**config.mk**
```make
export PLATFORM = sky130hd
export DESIGN_NAME = gpio_edge_interrupt_debouncer
export DESIGN_NICKNAME = d
export VERILOG_FILES = /design/src/rtl/ged_pkg.sv /design/src/rtl/gpio_edge_interrupt_debouncer.sv
export SDC_FILE = /design/constraint.sdc
export NUM_CORES = 1
export LEC_CHECK = 0
export ABC_AREA = 1
export BUFFER_PORTS_ARGS = -buffer_cell sky130_fd_sc_hd__buf_4
export CORE_MARGIN = 10
export CORE_UTILIZATION = 45
export CTS_CLUSTER_DIAMETER = 200
export CTS_CLUSTER_SIZE = 25
export DETAILED_ROUTE_END_ITERATION = 7
export SYNTH_ARGS = -nofsm -noshare
export SYNTH_HDL_FRONTEND = slang
export SYNTH_SLANG_ARGS = --single-unit
```
**constraint.sdc**
```tcl
create_clock -name aclk -period 5 [get_ports aclk]
set_input_delay 1 -clock aclk [delete_from_list [all_inputs] [get_ports aclk]]
set_output_delay 1 -clock aclk [all_outputs]
set_load 0.01 [all_outputs]
```
**src/rtl/ged_pkg.sv**
```systemverilog
`timescale 1ns / 1ps

package ged_pkg;

    // Register file layout
    localparam int REG_LINES       = 16;
    localparam int MODE_BITS       = 3;
    localparam int MODES_WIDTH     = REG_LINES * MODE_BITS;
    localparam int TICKS_WIDTH     = 14;
    localparam int CFG_DATA_WIDTH  = MODES_WIDTH;
    localparam int CFG_INDEX_WIDTH = 2;
    localparam int LINE_WIDTH      = 4;

    localparam logic [LINE_WIDTH-1:0] LINE_MASK = 4'h0F;

    // Defaults for the top-level parameters
    localparam int DEF_NUM_LINES   = 16;
    localparam int DEF_COUNT_WIDTH = 14;

    // Reset value of the debounce delay
    localparam logic [TICKS_WIDTH-1:0] TICKS_RESET = 14'd20;

    // Register indexes
    localparam logic [CFG_INDEX_WIDTH-1:0] REG_TRIGGER_MODES  = 2'd0;
    localparam logic [CFG_INDEX_WIDTH-1:0] REG_HANDLER_ENABLE = 2'd1;
    localparam logic [CFG_INDEX_WIDTH-1:0] REG_DEBOUNCE_EN    = 2'd2;
    localparam logic [CFG_INDEX_WIDTH-1:0] REG_DEBOUNCE_TICKS = 2'd3;

    // Input transaction kinds
    localparam logic [1:0] KIND_TRIGGER = 2'd0;
    localparam logic [1:0] KIND_TICK    = 2'd1;
    localparam logic [1:0] KIND_ARM     = 2'd2;

    // Per-line trigger modes
    localparam logic [MODE_BITS-1:0] TRIG_NONE       = 3'd0;
    localparam logic [MODE_BITS-1:0] TRIG_FALLING    = 3'd1;
    localparam logic [MODE_BITS-1:0] TRIG_RISING     = 3'd2;
    localparam logic [MODE_BITS-1:0] TRIG_BOTH       = 3'd3;
    localparam logic [MODE_BITS-1:0] TRIG_LEVEL_LOW  = 3'd4;
    localparam logic [MODE_BITS-1:0] TRIG_LEVEL_HIGH = 3'd5;

    typedef struct packed {
        logic [1:0]            mode;
        logic [LINE_WIDTH-1:0] line;
        logic                  pin_level;
        logic [REG_LINES-1:0]  pin_levels;
    } in_item_t;

    typedef struct packed {
        logic [LINE_WIDTH-1:0] event_line;
        logic                  event_level;
        logic                  last;
    } out_item_t;

endpackage

```
**src/rtl/gpio_edge_interrupt_debouncer.sv**
```systemverilog
`timescale 1ns / 1ps

// External interrupt block with per-line debounce.
// Configuration is written through cfg_we / cfg_index / cfg_wdata; the user must
// write it only while the block is idle, which the block does not enforce. A
// write takes effect at the clock edge where cfg_we is high. The s_ channel takes
// one transaction at a time: a line trigger, a time tick or an arm request.
// s_ready is high only while the sequencer is idle. Results leave on the
// m_ channel, with last set on the final result caused by an input transaction.
// A trigger or arm is accepted, executed, then its held result is drained; s_ready
// returns when the final result, if any, is in the output register (a both-edge
// mismatch puts one ahead of it in the execute step). A tick walks the lines
// through one shared decrement and compare unit, one line per cycle while the
// output side keeps up. One result is held back until the next is known, so that
// last can be set on it.
// When the receiver stalls, the sequencer waits at the first point where it
// needs the output register and resumes when m_ready frees it.
// Reset clears all countdowns and expected levels, and loads the registers
// with their reset values (debounce delay 20 ticks).
module gpio_edge_interrupt_debouncer
    import ged_pkg::*;
#(
    parameter int NUM_LINES   = DEF_NUM_LINES,
    parameter int COUNT_WIDTH = DEF_COUNT_WIDTH
) (
    input  logic                       aclk,
    input  logic                       aresetn,

    input  logic                       cfg_we,
    input  logic [CFG_INDEX_WIDTH-1:0] cfg_index,
    input  logic [CFG_DATA_WIDTH-1:0]  cfg_wdata,

    input  logic                       s_valid,
    output logic                       s_ready,
    input  in_item_t                   s_data,

    output logic                       m_valid,
    input  logic                       m_ready,
    output out_item_t                  m_data
);

    localparam int LINE_IW = (NUM_LINES > 1) ? $clog2(NUM_LINES) : 1;
    localparam int LOAD_W  = (COUNT_WIDTH > TICKS_WIDTH) ? COUNT_WIDTH : TICKS_WIDTH;
    localparam logic [LOAD_W-1:0] COUNT_MAX_EXT = LOAD_W'({COUNT_WIDTH{1'b1}});
    localparam logic [LINE_IW-1:0] SCAN_LAST = LINE_IW'(NUM_LINES - 1);

    typedef enum logic [1:0] {
        ST_IDLE,
        ST_EXEC,
        ST_SCAN,
        ST_FLUSH
    } state_t;

    state_t                    state_reg, state_next;
    in_item_t                  item_reg, item_next;
    logic [LINE_IW-1:0]        scan_reg, scan_next;

    logic [MODES_WIDTH-1:0]    modes_reg, modes_next;
    logic [REG_LINES-1:0]      hen_reg, hen_next;
    logic [REG_LINES-1:0]      den_reg, den_next;
    logic [TICKS_WIDTH-1:0]    ticks_reg, ticks_next;

    logic [NUM_LINES-1:0]      exp_reg, exp_next;
    logic [COUNT_WIDTH-1:0]    cnt_reg  [NUM_LINES];
    logic [COUNT_WIDTH-1:0]    cnt_next [NUM_LINES];

    logic                      hold_valid_reg, hold_valid_next;
    logic [LINE_WIDTH-1:0]     hold_line_reg, hold_line_next;
    logic                      hold_level_reg, hold_level_next;

    logic                      out_valid_reg, out_valid_next;
    out_item_t                 out_reg, out_next;

    // Per-line views of the register file; lines past the register bits read as off
    logic [NUM_LINES-1:0]      hen_vec;
    logic [NUM_LINES-1:0]      den_vec;
    logic [NUM_LINES-1:0]      pin_vec;
    logic [MODE_BITS-1:0]      mode_vec [NUM_LINES];

    for (genvar g = 0; g < NUM_LINES; g++) begin : g_line
        if (g < REG_LINES) begin : g_reg
            assign hen_vec[g]  = hen_reg[g];
            assign den_vec[g]  = den_reg[g];
            assign pin_vec[g]  = item_reg.pin_levels[g];
            assign mode_vec[g] = modes_reg[g*MODE_BITS +: MODE_BITS];
        end else begin : g_none
            assign hen_vec[g]  = 1'b0;
            assign den_vec[g]  = 1'b0;
            assign pin_vec[g]  = 1'b0;
            assign mode_vec[g] = TRIG_NONE;
        end
    end

    logic                      out_free;
    logic                      line_ok;
    logic [LINE_IW-1:0]        ln_idx;
    logic [MODE_BITS-1:0]      ln_mode;
    logic                      ln_exp_arm;
    logic                      ln_exp;
    logic                      self_trig;
    logic                      do_trig;
    logic [LOAD_W-1:0]         load_ext;
    logic [COUNT_WIDTH-1:0]    load_val;
    logic [COUNT_WIDTH-1:0]    scan_cnt;
    logic [COUNT_WIDTH-1:0]    scan_dec;
    logic                      scan_fire;
    logic                      scan_stall;

    assign s_ready = (state_reg == ST_IDLE);
    assign m_valid = out_valid_reg;
    assign m_data  = out_reg;

    // Clamp the debounce delay into the counter range
    always_comb begin
        load_ext = LOAD_W'(ticks_reg);
        if (load_ext == '0) begin
            load_ext = LOAD_W'(1);
        end
        if (load_ext > COUNT_MAX_EXT) begin
            load_ext = COUNT_MAX_EXT;
        end
        load_val = COUNT_WIDTH'(load_ext);
    end

    // Decode the line named by a trigger or arm transaction
    always_comb begin
        line_ok   = (32'(item_reg.line) < NUM_LINES);
        ln_idx    = LINE_IW'(item_reg.line);
        ln_mode   = mode_vec[ln_idx];
        ln_exp_arm = exp_reg[ln_idx];
        case (ln_mode) inside
            TRIG_FALLING, TRIG_LEVEL_LOW:  ln_exp_arm = 1'b0;
            TRIG_RISING, TRIG_LEVEL_HIGH:  ln_exp_arm = 1'b1;
            TRIG_BOTH:                     ln_exp_arm = ~item_reg.pin_level;
            default:                       ln_exp_arm = exp_reg[ln_idx];
        endcase
        self_trig = ((ln_mode == TRIG_LEVEL_LOW)  && !item_reg.pin_level) ||
                    ((ln_mode == TRIG_LEVEL_HIGH) &&  item_reg.pin_level);
        ln_exp    = (item_reg.mode == KIND_ARM) ? ln_exp_arm : exp_reg[ln_idx];
        do_trig   = (item_reg.mode == KIND_TRIGGER) || self_trig;
    end

    // Shared decrement and compare unit for the tick scan
    always_comb begin
        scan_cnt   = cnt_reg[scan_reg];
        scan_dec   = scan_cnt - COUNT_WIDTH'(1);
        scan_fire  = (scan_cnt != '0) && (scan_dec == '0) && hen_vec[scan_reg] &&
                     (pin_vec[scan_reg] == exp_reg[scan_reg]);
        out_free   = !out_valid_reg || m_ready;
        scan_stall = scan_fire && hold_valid_reg && !out_free;
    end

    // Sequencer and datapath next state
    always_comb begin
        state_next      = state_reg;
        item_next       = item_reg;
        scan_next       = scan_reg;
        modes_next      = modes_reg;
        hen_next        = hen_reg;
        den_next        = den_reg;
        ticks_next      = ticks_reg;
        exp_next        = exp_reg;
        cnt_next        = cnt_reg;
        hold_valid_next = hold_valid_reg;
        hold_line_next  = hold_line_reg;
        hold_level_next = hold_level_reg;
        out_valid_next  = out_valid_reg;
        out_next        = out_reg;

        // Drop the output once taken
        if (out_valid_reg && m_ready) begin
            out_valid_next = 1'b0;
        end

        // Register writes
        if (cfg_we) begin
            unique case (cfg_index)
                REG_TRIGGER_MODES:  modes_next = cfg_wdata;
                REG_HANDLER_ENABLE: hen_next   = cfg_wdata[REG_LINES-1:0];
                REG_DEBOUNCE_EN:    den_next   = cfg_wdata[REG_LINES-1:0];
                REG_DEBOUNCE_TICKS: ticks_next = cfg_wdata[TICKS_WIDTH-1:0];
                default: ;
            endcase
        end

        unique case (state_reg)
            ST_IDLE: begin
                if (s_valid) begin
                    item_next = s_data;
                    scan_next = '0;
                    if (s_data.mode == KIND_TICK) begin
                        state_next = ST_SCAN;
                    end else if (((s_data.mode == KIND_TRIGGER) ||
                                  (s_data.mode == KIND_ARM)) &&
                                 (32'(s_data.line) < NUM_LINES)) begin
                        state_next = ST_EXEC;
                    end
                end
            end

            ST_EXEC: begin
                if (!line_ok) begin
                    state_next = ST_IDLE;
                end else if (out_free) begin
                    cnt_next[ln_idx] = '0;
                    if (hen_vec[ln_idx]) begin
                        if (item_reg.mode == KIND_ARM) begin
                            exp_next[ln_idx] = ln_exp_arm;
                        end
                        if (do_trig) begin
                            if (den_vec[ln_idx]) begin
                                cnt_next[ln_idx] = load_val;
                            end else if ((ln_mode == TRIG_BOTH) &&
                                         (item_reg.pin_level != ln_exp)) begin
                                // Report the expectation, hold the actual level
                                out_valid_next        = 1'b1;
                                out_next.event_line   = item_reg.line & LINE_MASK;
                                out_next.event_level  = ln_exp;
                                out_next.last         = 1'b0;
                                hold_valid_next       = 1'b1;
                                hold_line_next        = item_reg.line & LINE_MASK;
                                hold_level_next       = item_reg.pin_level;
                            end else begin
                                hold_valid_next = 1'b1;
                                hold_line_next  = item_reg.line & LINE_MASK;
                                hold_level_next = ln_exp;
                                if (ln_mode == TRIG_BOTH) begin
                                    exp_next[ln_idx] = ~ln_exp;
                                end
                            end
                        end
                    end
                    state_next = ST_FLUSH;
                end
            end

            ST_SCAN: begin
                if (!scan_stall) begin
                    if (scan_cnt != '0) begin
                        cnt_next[scan_reg] = scan_dec;
                    end
                    if (scan_fire) begin
                        if (hold_valid_reg) begin
                            out_valid_next       = 1'b1;
                            out_next.event_line  = hold_line_reg;
                            out_next.event_level = hold_level_reg;
                            out_next.last        = 1'b0;
                        end
                        hold_valid_next = 1'b1;
                        hold_line_next  = LINE_WIDTH'(scan_reg) & LINE_MASK;
                        hold_level_next = pin_vec[scan_reg];
                        if (mode_vec[scan_reg] == TRIG_BOTH) begin
                            exp_next[scan_reg] = ~exp_reg[scan_reg];
                        end
                    end
                    if (scan_reg == SCAN_LAST) begin
                        state_next = ST_FLUSH;
                    end else begin
                        scan_next = scan_reg + LINE_IW'(1);
                    end
                end
            end

            ST_FLUSH: begin
                // Release the held result as the final one of this transaction
                if (!hold_valid_reg) begin
                    state_next = ST_IDLE;
                end else if (out_free) begin
                    out_valid_next       = 1'b1;
                    out_next.event_line  = hold_line_reg;
                    out_next.event_level = hold_level_reg;
                    out_next.last        = 1'b1;
                    hold_valid_next      = 1'b0;
                    state_next           = ST_IDLE;
                end
            end

            default: state_next = ST_IDLE;
        endcase
    end

    // Hold state, line state and registered outputs
    always_ff @(posedge aclk) begin
        if (!aresetn) begin
            state_reg      <= ST_IDLE;
            scan_reg       <= '0;
            modes_reg      <= '0;
            hen_reg        <= '0;
            den_reg        <= '0;
            ticks_reg      <= TICKS_RESET;
            exp_reg        <= '0;
            for (int i = 0; i < NUM_LINES; i++) begin
                cnt_reg[i] <= '0;
            end
            hold_valid_reg <= 1'b0;
            out_valid_reg  <= 1'b0;
        end else begin
            state_reg      <= state_next;
            scan_reg       <= scan_next;
            modes_reg      <= modes_next;
            hen_reg        <= hen_next;
            den_reg        <= den_next;
            ticks_reg      <= ticks_next;
            exp_reg        <= exp_next;
            cnt_reg        <= cnt_next;
            hold_valid_reg <= hold_valid_next;
            out_valid_reg  <= out_valid_next;
        end
        item_reg       <= item_next;
        hold_line_reg  <= hold_line_next;
        hold_level_reg <= hold_level_next;
        out_reg        <= out_next;
    end

endmodule

```
# After elaboration in Yosys (flattened, before gate mapping)
# Index checks and enable logic that the tools add are counted.
[totals]
word_cells = 252
in_bits = 78
register_bits = 376
output_inout_bits = 8
[classes]
mux = 121
n_eq_ne = 35
bitwise_logic = 7
n_addsub = 2
reduce_logical = 44
order_cmp = 9
[ops]
columns = ["operator", "n"]
rows = [
  ["224-bit two-way mux", 6],
  ["224-bit bitwise mux", 2],
  ["224-bit one-hot mux with 2 select lines", 1],
  ["224-bit bitwise AND", 1],
  ["224-bit NOT", 1],
  ["16-bit two-way mux", 13],
  ["14-bit demux with 4-bit select", 2],
  ["14-bit two-way mux", 6],
  ["6-bit two-way mux", 10],
  ["14-bit binary-select mux with 4-bit select", 1],
  ["16-bit bitwise mux", 3],
  ["1-bit two-way mux", 38],
  ["4-bit two-way mux", 9],
  ["16-bit one-hot mux with 2 select lines", 1],
  ["2-bit inequality test (second input constant)", 15],
  ["14-bit zero test", 2],
  ["1-bit binary-select mux with 4-bit select", 6],
  ["3-bit binary-select mux with 4-bit select", 2],
  ["6-bit one-hot mux with 3 select lines", 1],
  ["2-bit two-way mux", 8],
  ["4-bit one-hot mux with 2 select lines", 2],
  ["14-bit > comparator (second input constant)", 1],
  ["7-bit AND reduction", 2],
  ["14-bit nonzero test", 1],
  ["34 further kinds", 84],
]

# Longest topological paths before layout
# Gate-level depths: netlist of run 1.
[logic_depth]
word_depth = 21
ltp_mapped = 31
depth_no_buf = 26

# Worst setup path after synthesis of run 1
# OpenSTA, ideal clock, no wires.
[synth_path]
path_type = "reg-to-reg"
from = "register scan_reg[0]"
to = "register hold_level_reg (enable)"
n_path_buf = 4
path_slack_ns = 1.200
required_ns = 4.617
arrival_ns = 3.416
path_stages_with_launch = 27
synth_period_minus_slack_ns = 3.800
setup_time_ns = 0.383
path_cell_list = "dfxtp_1 > buf_6 > inv_2 > buf_4 > nand2_1 > nand3_1 > nand2_1 > nand2_1 > nand2_1 > nor2_2 > inv_2 > clkbuf_1 > ha_1 > nand2_1 > nor2_1 > nand2_1 > nor2_1 > nand3_1 > nor2_1 > nand2_1 > nor2_1 > nand2_1 > nor2_4 > a21oi_1 > nor2_4 > buf_4 > nor4b_1"
[synth_between]
elab_chain_len = 13
elab_cells_between_ends = 22
cone_classes = "1 x add/sub; 3 x eq/ne; 9 x mux; 1 x bitwise; 8 x reduce/logical"
[synth_rtl]
columns = ["item", "line_no", "rtl"]
rows = [
  ["from (decl)", "gpio_edge_interrupt_debouncer.sv:56", "logic [LINE_IW-1:0] scan_reg, scan_next;"],
  ["from (signal assigned)", "gpio_edge_interrupt_debouncer.sv:299", "scan_reg <= scan_next;"],
  ["4-bit NOT with 5-bit output (implied by the code)", "gpio_edge_interrupt_debouncer.sv:145", "scan_cnt = cnt_reg[scan_reg];"],
  ["14-bit binary-select mux with 4-bit select", "gpio_edge_interrupt_debouncer.sv:145", ""],
  ["14-bit two-way mux (implied by the code) (2 in series)", "gpio_edge_interrupt_debouncer.sv:145", ""],
  ["14-bit by 1-bit subtractor with 14-bit output", "gpio_edge_interrupt_debouncer.sv:146", "scan_dec = scan_cnt - COUNT_WIDTH'(1);"],
  ["14-bit zero test", "gpio_edge_interrupt_debouncer.sv:147", "scan_fire = (scan_cnt != '0) && (scan_dec == '0) && hen_vec[scan_reg] &&"],
  ["1-bit logical AND (2 in series)", "gpio_edge_interrupt_debouncer.sv:147", ""],
  ["1-bit logical AND *", "gpio_edge_interrupt_debouncer.sv:147", ""],
  ["1-bit logical AND (2 in series)", "gpio_edge_interrupt_debouncer.sv:150", "scan_stall = scan_fire && hold_valid_reg && !out_free;"],
  ["2-bit inequality test (no line)", "-", ""],
  ["7-bit AND reduction (no line) *", "-", ""],
  ["to (signal assigned)", "gpio_edge_interrupt_debouncer.sv:311", "hold_level_reg <= hold_level_next;"],
  ["to (decl)", "gpio_edge_interrupt_debouncer.sv:69", "logic hold_level_reg, hold_level_next;"],
]
# Every way passes the cells marked *; elsewhere a longest branch is shown, timed or not. The select of a mux whose other input is x is not followed.
# A chain may end at the register's enable or synchronous reset.

==> results.toml, run 1 <==
[logic_synthesis]
avgSynthCellArea_um2 = 5.884
syn-num-nets = 4351
ys_seq_elements = 376
synthDistinctLibCells = 45
synth-edff-count = 34
postSynthCellCount = 4262
synth_flop_cell = "dfxtp_1"
syn-cell-area_um2 = 25080
yosys_warnings = 0
ys_seq_area_share_pct = 31.37
async_reset_ff_share_pct = 0

[detailed_routing]
num_vias = 26500
drtPass1Iterations = 7
wl_um = 92980
ant_nets = 0
drc = 0
viasPerCell = 5.340
drt-initial-drc-count = 2852
wl_per_cell_um = 18.73

[timing]
clock_skew_ps = 41.07
min_period_ps = 4430
period_share_pct = 88.60
slew_viol_final = 0
hold_slack_ps = 459.3
relSlewSlack_pct = 28.27
setup_viol_count_final = 0
rsz0062_at_grt = "false"
fin_tns_setup_ps = 0
fmax_ghz = 0.2257
worst_pin_slew_ps = 1072
finalHoldViolCount = 0

[floorplan]
core_area_um2 = 55090
io-pin-count = 86
die_x_um = 256.1
rows = 86
die-area_um2 = 65570
die_y_um = 256.1
start_util_pct = 45.52

[power_and_ir_drop]
power.density_nw_per_um2 = 600.5
leakage_nw = 12.95
peakVddDrop_mv = 0.7171
power_mw = 16.00

[worst_setup_path]
cp_cell_sequence = "inv_1, nor2_1, buf_4, inv_2, o22ai_1, o21ai_0, nand4_1, inv_1, nand2_2, nor2_4, inv_2, o21ai_2, nand2_1, nand3_4, nand2_1, nand2_1, nor2_1"
r2r_slack_ps = 570
endpoint_kind = "flop"
worstPathRequired_ps = 5470
critical_path_class = "flop to flop"
worst_setup_path_start_kind = "flop"
crit_path_max_fanout = 28
r2r_cells = 17
path_buf_inv = 5
crit_path_frequent_cell = "nand2_1"
slowest_stage = "o21ai_2"
cp.depth = 17
cp_top_family = "simple AND/OR/NAND/NOR gates"
slowest_delay_ps = 650
arrival_ps = 4900

[placed_design]
numPortBuffers = 85
hpwl_um = 61310
dp_cells = 4933
gp_congestion = 0.9290

[cts]
path_clk_slew_ps = 110
clkLatencyLatePin_ps = 580
cts.repair.resized = 0
post-cts-setup-buffers = 0
cts_tree = "built"
htreeDepth = 1
cts_hold_buf = 0
clock_sinks = 376
root_buffer = "clkbuf_16"
clockBufferDepth = 3
cts_made_buffers = 19

[job]
drv_cap = 0

[hold_path]
hold_path.class = "flop to flop"
hold_depth = 2

[outcome]
outcome = "complete, no violations"

[grt]
first_global_vias = 24020
antenna_found_initial = 5
grt_usage_pct = 27.31
use_met3_pct = 4.002
busiest_layer = "met2"
overflow = 0
grt_max_degree = 176
use_met1_pct = 37.76
grtUsageMet2_pct = 43.01
grt_pass1_wl_um = 143800

[cells_and_area]
regArea_um2 = 7875
finalNonFillerCells = 4963
fillerInstances = 5974
drive_gt1_share_pct = 6.955
multiInputGateArea_um2 = 13330
area_growth_pct = 6.256
nNetsFinal = 4295
-- area by class of cell --
class / count / area share (%)
clock inverter: 2 / 0.1456
timing repair buffer: 180 / 5.334
multi-input combinational: 2953 / 50.00
sequential: 376 / 29.55
tap: 748 / 3.512
antenna: 2 / 0.01878
inverter: 676 / 9.550
clock buffer: 26 / 1.883
-- worst paths after layout --
path | startpoint | endpoint
max | ln_idx[1]$_DFFE_PP_ | flop
min | den_reg[9]$_SDFFE_PN0P_ | den_reg[9]$_SDFFE_PN0P_
max reg2reg | ln_idx[1]$_DFFE_PP_ | flop
min reg2reg | den_reg[9]$_SDFFE_PN0P_ | den_reg[9]$_SDFFE_PN0P_
-- cell usage after synthesis, drive strengths merged (11+ instances only) --
| master | number | area, um^2 |
|---|---|---|
| a21oi | 106 | 534.3 |
| dfxtp | 342 | 6847 |
| ha | 11 | 137.6 |
| buf | 135 | 929.7 |
| nor2 | 708 | 2765 |
| nand4 | 20 | 125.1 |
| edfxtp | 34 | 1021 |
| o22ai | 248 | 1551 |
| nand2 | 1191 | 4496 |
| clkbuf | 122 | 457.9 |
| nand3 | 178 | 1066 |
| o21ai | 454 | 2317 |
| inv | 672 | 2527 |
-- cell families after synthesis --
| family | count (synthesis) | synth area share [%] |
|---|---|---|
| buffers and inverters | 933 | 15.67 |
| AND/OR/NAND/NOR | 2107 | 33.96 |
| adder cells (fa/ha/maj) | 11 | 0.5488 |
| AO/OA/AOI/OAI | 831 | 18.31 |
| flip-flops | 376 | 31.37 |
| XOR/XNOR | 4 | 0.1397 |
-- report_power, final --
part	internal [mW]	leakage [nW]	switching, mW
Combinational	2.83	9.56	7.29
Clock	0.726	0.258	1.12
Sequential	3.81	3.13	0.225
-- through the flow --
| stage | utilization, % | instance area, um^2 | setup WS [ps] |
|---|---|---|---|
| 6_report | 48.37 | 26650 | 569.8 |
| 5_1_grt | 48.36 | 26640 | 169.3 |
| 4_1_cts | 48.36 | 26640 | 702.3 |
| 3_5_place_dp | 47.38 | 26100 | 735.8 |
| 3_3_place_gp | 47.38 | 26100 | 719.7 |
| 2_1_floorplan | - | 25080 | 1200 |
-- worst register-to-register path, stage by stage, from the launching register on --
cell      delay, ps
edfxtp_1        490
inv_1           410
nor2_1           80
buf_4           210
inv_2           320
o22ai_1         130
o21ai_0         220
nand4_1         260
inv_1           240
nand2_2         140
nor2_4          180
inv_2           220
o21ai_2         660
nand2_1         210
nand3_4         340
nand2_1          90
nand2_1          70
nor2_1           50
-- cell usage in the layout (no fill, tap or decap), types with 2 or more instances in the layout --
cell type  Yosys  final
ha_1          11     11
diode_2        0      2
o21bai_1       2      2
nand3_4       10     10
clkinv_1       4      4
dfxtp_4        0      2
a21oi_1      105    105
or2_2          2      2
o211ai_1      10     10
inv_1        658    657
o21ai_2       12     12
nand3_1      158    157
o21ai_1        7      8
xor2_2         0      2
inv_2         13     13
nand2_2        7      7
clkbuf_16      0     19
o2111ai_1      3      3
nand3_2       10     11
buf_12         1      5
clkbuf_1     122      7
dfxtp_1      342    340
nor2_4        10     10
buf_4         15    174
nor2_1       685    683
a31oi_1        2      2
nand4_1       20     20
inv_6          1      2
a211oi_1       2      2
nor3_1         5      5
o22ai_1      248    248
nand2_1     1183   1183
o21ai_0      435    434
nor2_2        13     15
edfxtp_1      34     34
-- layer usage --
metal	vias to the layer above	wire, um
met1	12010	40850
met4	0	2968
met2	1116	40880
met5	-	0
met3	173	8278
li1	13200	-
Note: power is estimated with default switching activity, not from simulation.
==> inputs of run 2 (changes only) <==
==> constraint.sdc (replaced) <==
create_clock -name aclk -period 5 [get_ports aclk]
set_input_delay 0.75 -clock aclk [delete_from_list [all_inputs] [get_ports aclk]]
set_output_delay 0.75 -clock aclk [all_outputs]
set_load 0.01 [all_outputs]
==> results.toml, run 2 (synthesis results as in run 1) <==
[cells_and_area]
nNetsFinal = 4300
drive_gt1_share_pct = 7.084
finalNonFillerCells = 4970
final_cell_area_um2 = 26670
area_growth_pct = 6.351
layout_common_cells = "1183 x nand2_1, 682 x nor2_1, 657 x inv_1, 434 x o21ai_0, 340 x dfxtp_1"
final_common_cell = "nand2_1"

[power_and_ir_drop]
power.density_nw_per_um2 = 602.0
peakVddDrop_mv = 0.4761
power_mw = 16.06
leakage_nw = 12.97

[cts]
cts_made_buffers = 19
clkLatencyLatePin_ps = 590
root_buffer = "clkbuf_16"
cts_tree = "built"
cts_hold_buf = 0
clock_sinks = 376
htreeDepth = 1
path_clk_slew_ps = 110
clockBufferDepth = 3

[grt]
grtUsageMet2_pct = 42.41
antenna_found_initial = 2
use_met3_pct = 4.061
grt_usage_pct = 27.15
overflow = 0
busiest_layer = "met2"
grt_pass1_wl_um = 143600
use_met1_pct = 37.62
first_global_vias = 24160
grt_max_degree = 174

[detailed_routing]
wl_per_cell_um = 18.63
drt-initial-drc-count = 2746
drc = 0
wl_um = 92590
ant_nets = 0
drtPass1Iterations = 6
num_vias = 26520
viasPerCell = 5.337

[worst_setup_path]
worst_setup_path_start_kind = "flop"
endpoint_kind = "flop"
r2r_slack_ps = 590
arrival_ps = 4910
worstPathRequired_ps = 5510
crit_path_max_fanout = 28
critical_path_class = "flop to flop"

[timing]
setup_viol_count_final = 0
min_period_ps = 4407
rsz0062_at_grt = "false"
period_share_pct = 88.14
worst_pin_slew_ps = 1029
fmax_ghz = 0.2269
slew_viol_final = 0
finalHoldViolCount = 0
clock_skew_ps = 48.79
relSlewSlack_pct = 31.40
fin_tns_setup_ps = 0

[placed_design]
gp_congestion = 0.9328
numPortBuffers = 85
hpwl_um = 61800
dp_cells = 4938
placed_area_um2 = 26120

[hold_path]
hold_path.class = "input pin to flop"

[floorplan]
core_area_um2 = 55090
die_x_um = 256.1
io-pin-count = 86
die-area_um2 = 65570
start_util_pct = 45.52
die_y_um = 256.1
rows = 86

[job]
drv_cap = 0

[outcome]
outcome = "complete, no violations"
## run 2: changes by cell type in the layout (fill, tap and decap cells not counted)
cell	previous run	this run
buf_4	174	181
clkbuf_1	7	10
buf_12	5	3
diode_2	2	1
nor2_1	683	682
nor2_2	15	16
## run 2: worst paths after layout
path	cells past startpoint	startpoint	endpoint
worst max-delay path	17	ln_idx[1]$_DFFE_PP_	flop
worst min-delay path	1	s_data[2]	pin_vec[2]$_DFFE_PP_
worst max register to register	17	ln_idx[1]$_DFFE_PP_	flop
worst min register to register	2	den_reg[9]$_SDFFE_PN0P_	den_reg[9]$_SDFFE_PN0P_
## run 2: critical path, stage by stage (launching register included)
cell,delay [ps]
edfxtp_1,430
inv_1,260
nor2_2,560
inv_2,350
o22ai_1,230
o21ai_0,150
nand4_1,230
inv_1,160
nand2_2,160
nor2_4,70
inv_2,400
o21ai_1,120
buf_4,250
nand2_1,90
nand3_2,480
nand2_1,200
nand2_1,80
nor2_1,100
## run 2: timing repair
action                                 CTS  global route
setup buffers                            0             0
setup endpoints to repair                0            45
resized for setup                        0             1
endpoints found under the hold margin    0             0
## run 2: where the power goes
group / total, mW / switching [mW] / internal (mW) / leakage, nW
Combinational: 10.2 / 7.29 / 2.88 / 9.57
Sequential: 4.03 / 0.225 / 3.81 / 3.13
Clock: 1.85 / 1.12 / 0.735 / 0.262
Total: 16.1 / 8.64 / 7.42 / 13.0
## run 2: cell type report
cell class	count	area, um^2
clock inverter	2	38.79
inverter	676	2545
fill	5995	28420
multi-input combinational	2953	13330
tap	748	935.9
antenna	1	2.502
sequential	376	7875
timing repair buffer	185	1434
clock buffer	29	513.0
## run 2: metal layers
metal	wire length [um]	part of all wire, %
met2	40260	43
met4	2873	3.1
met1	41160	44
met3	8292	9.0
met5	0	0
## run 2: per-stage QoR
stage	util, %	worst slack [ps]	hold slack (ps)
3_5_place_dp	47.40	366.5	451.9
4_1_cts	48.40	360.3	323.1
6_report	48.41	592.8	338.7
2_1_floorplan	-	1200	429.7
3_3_place_gp	47.40	357.3	447.1
5_1_grt	48.41	254.9	314.3
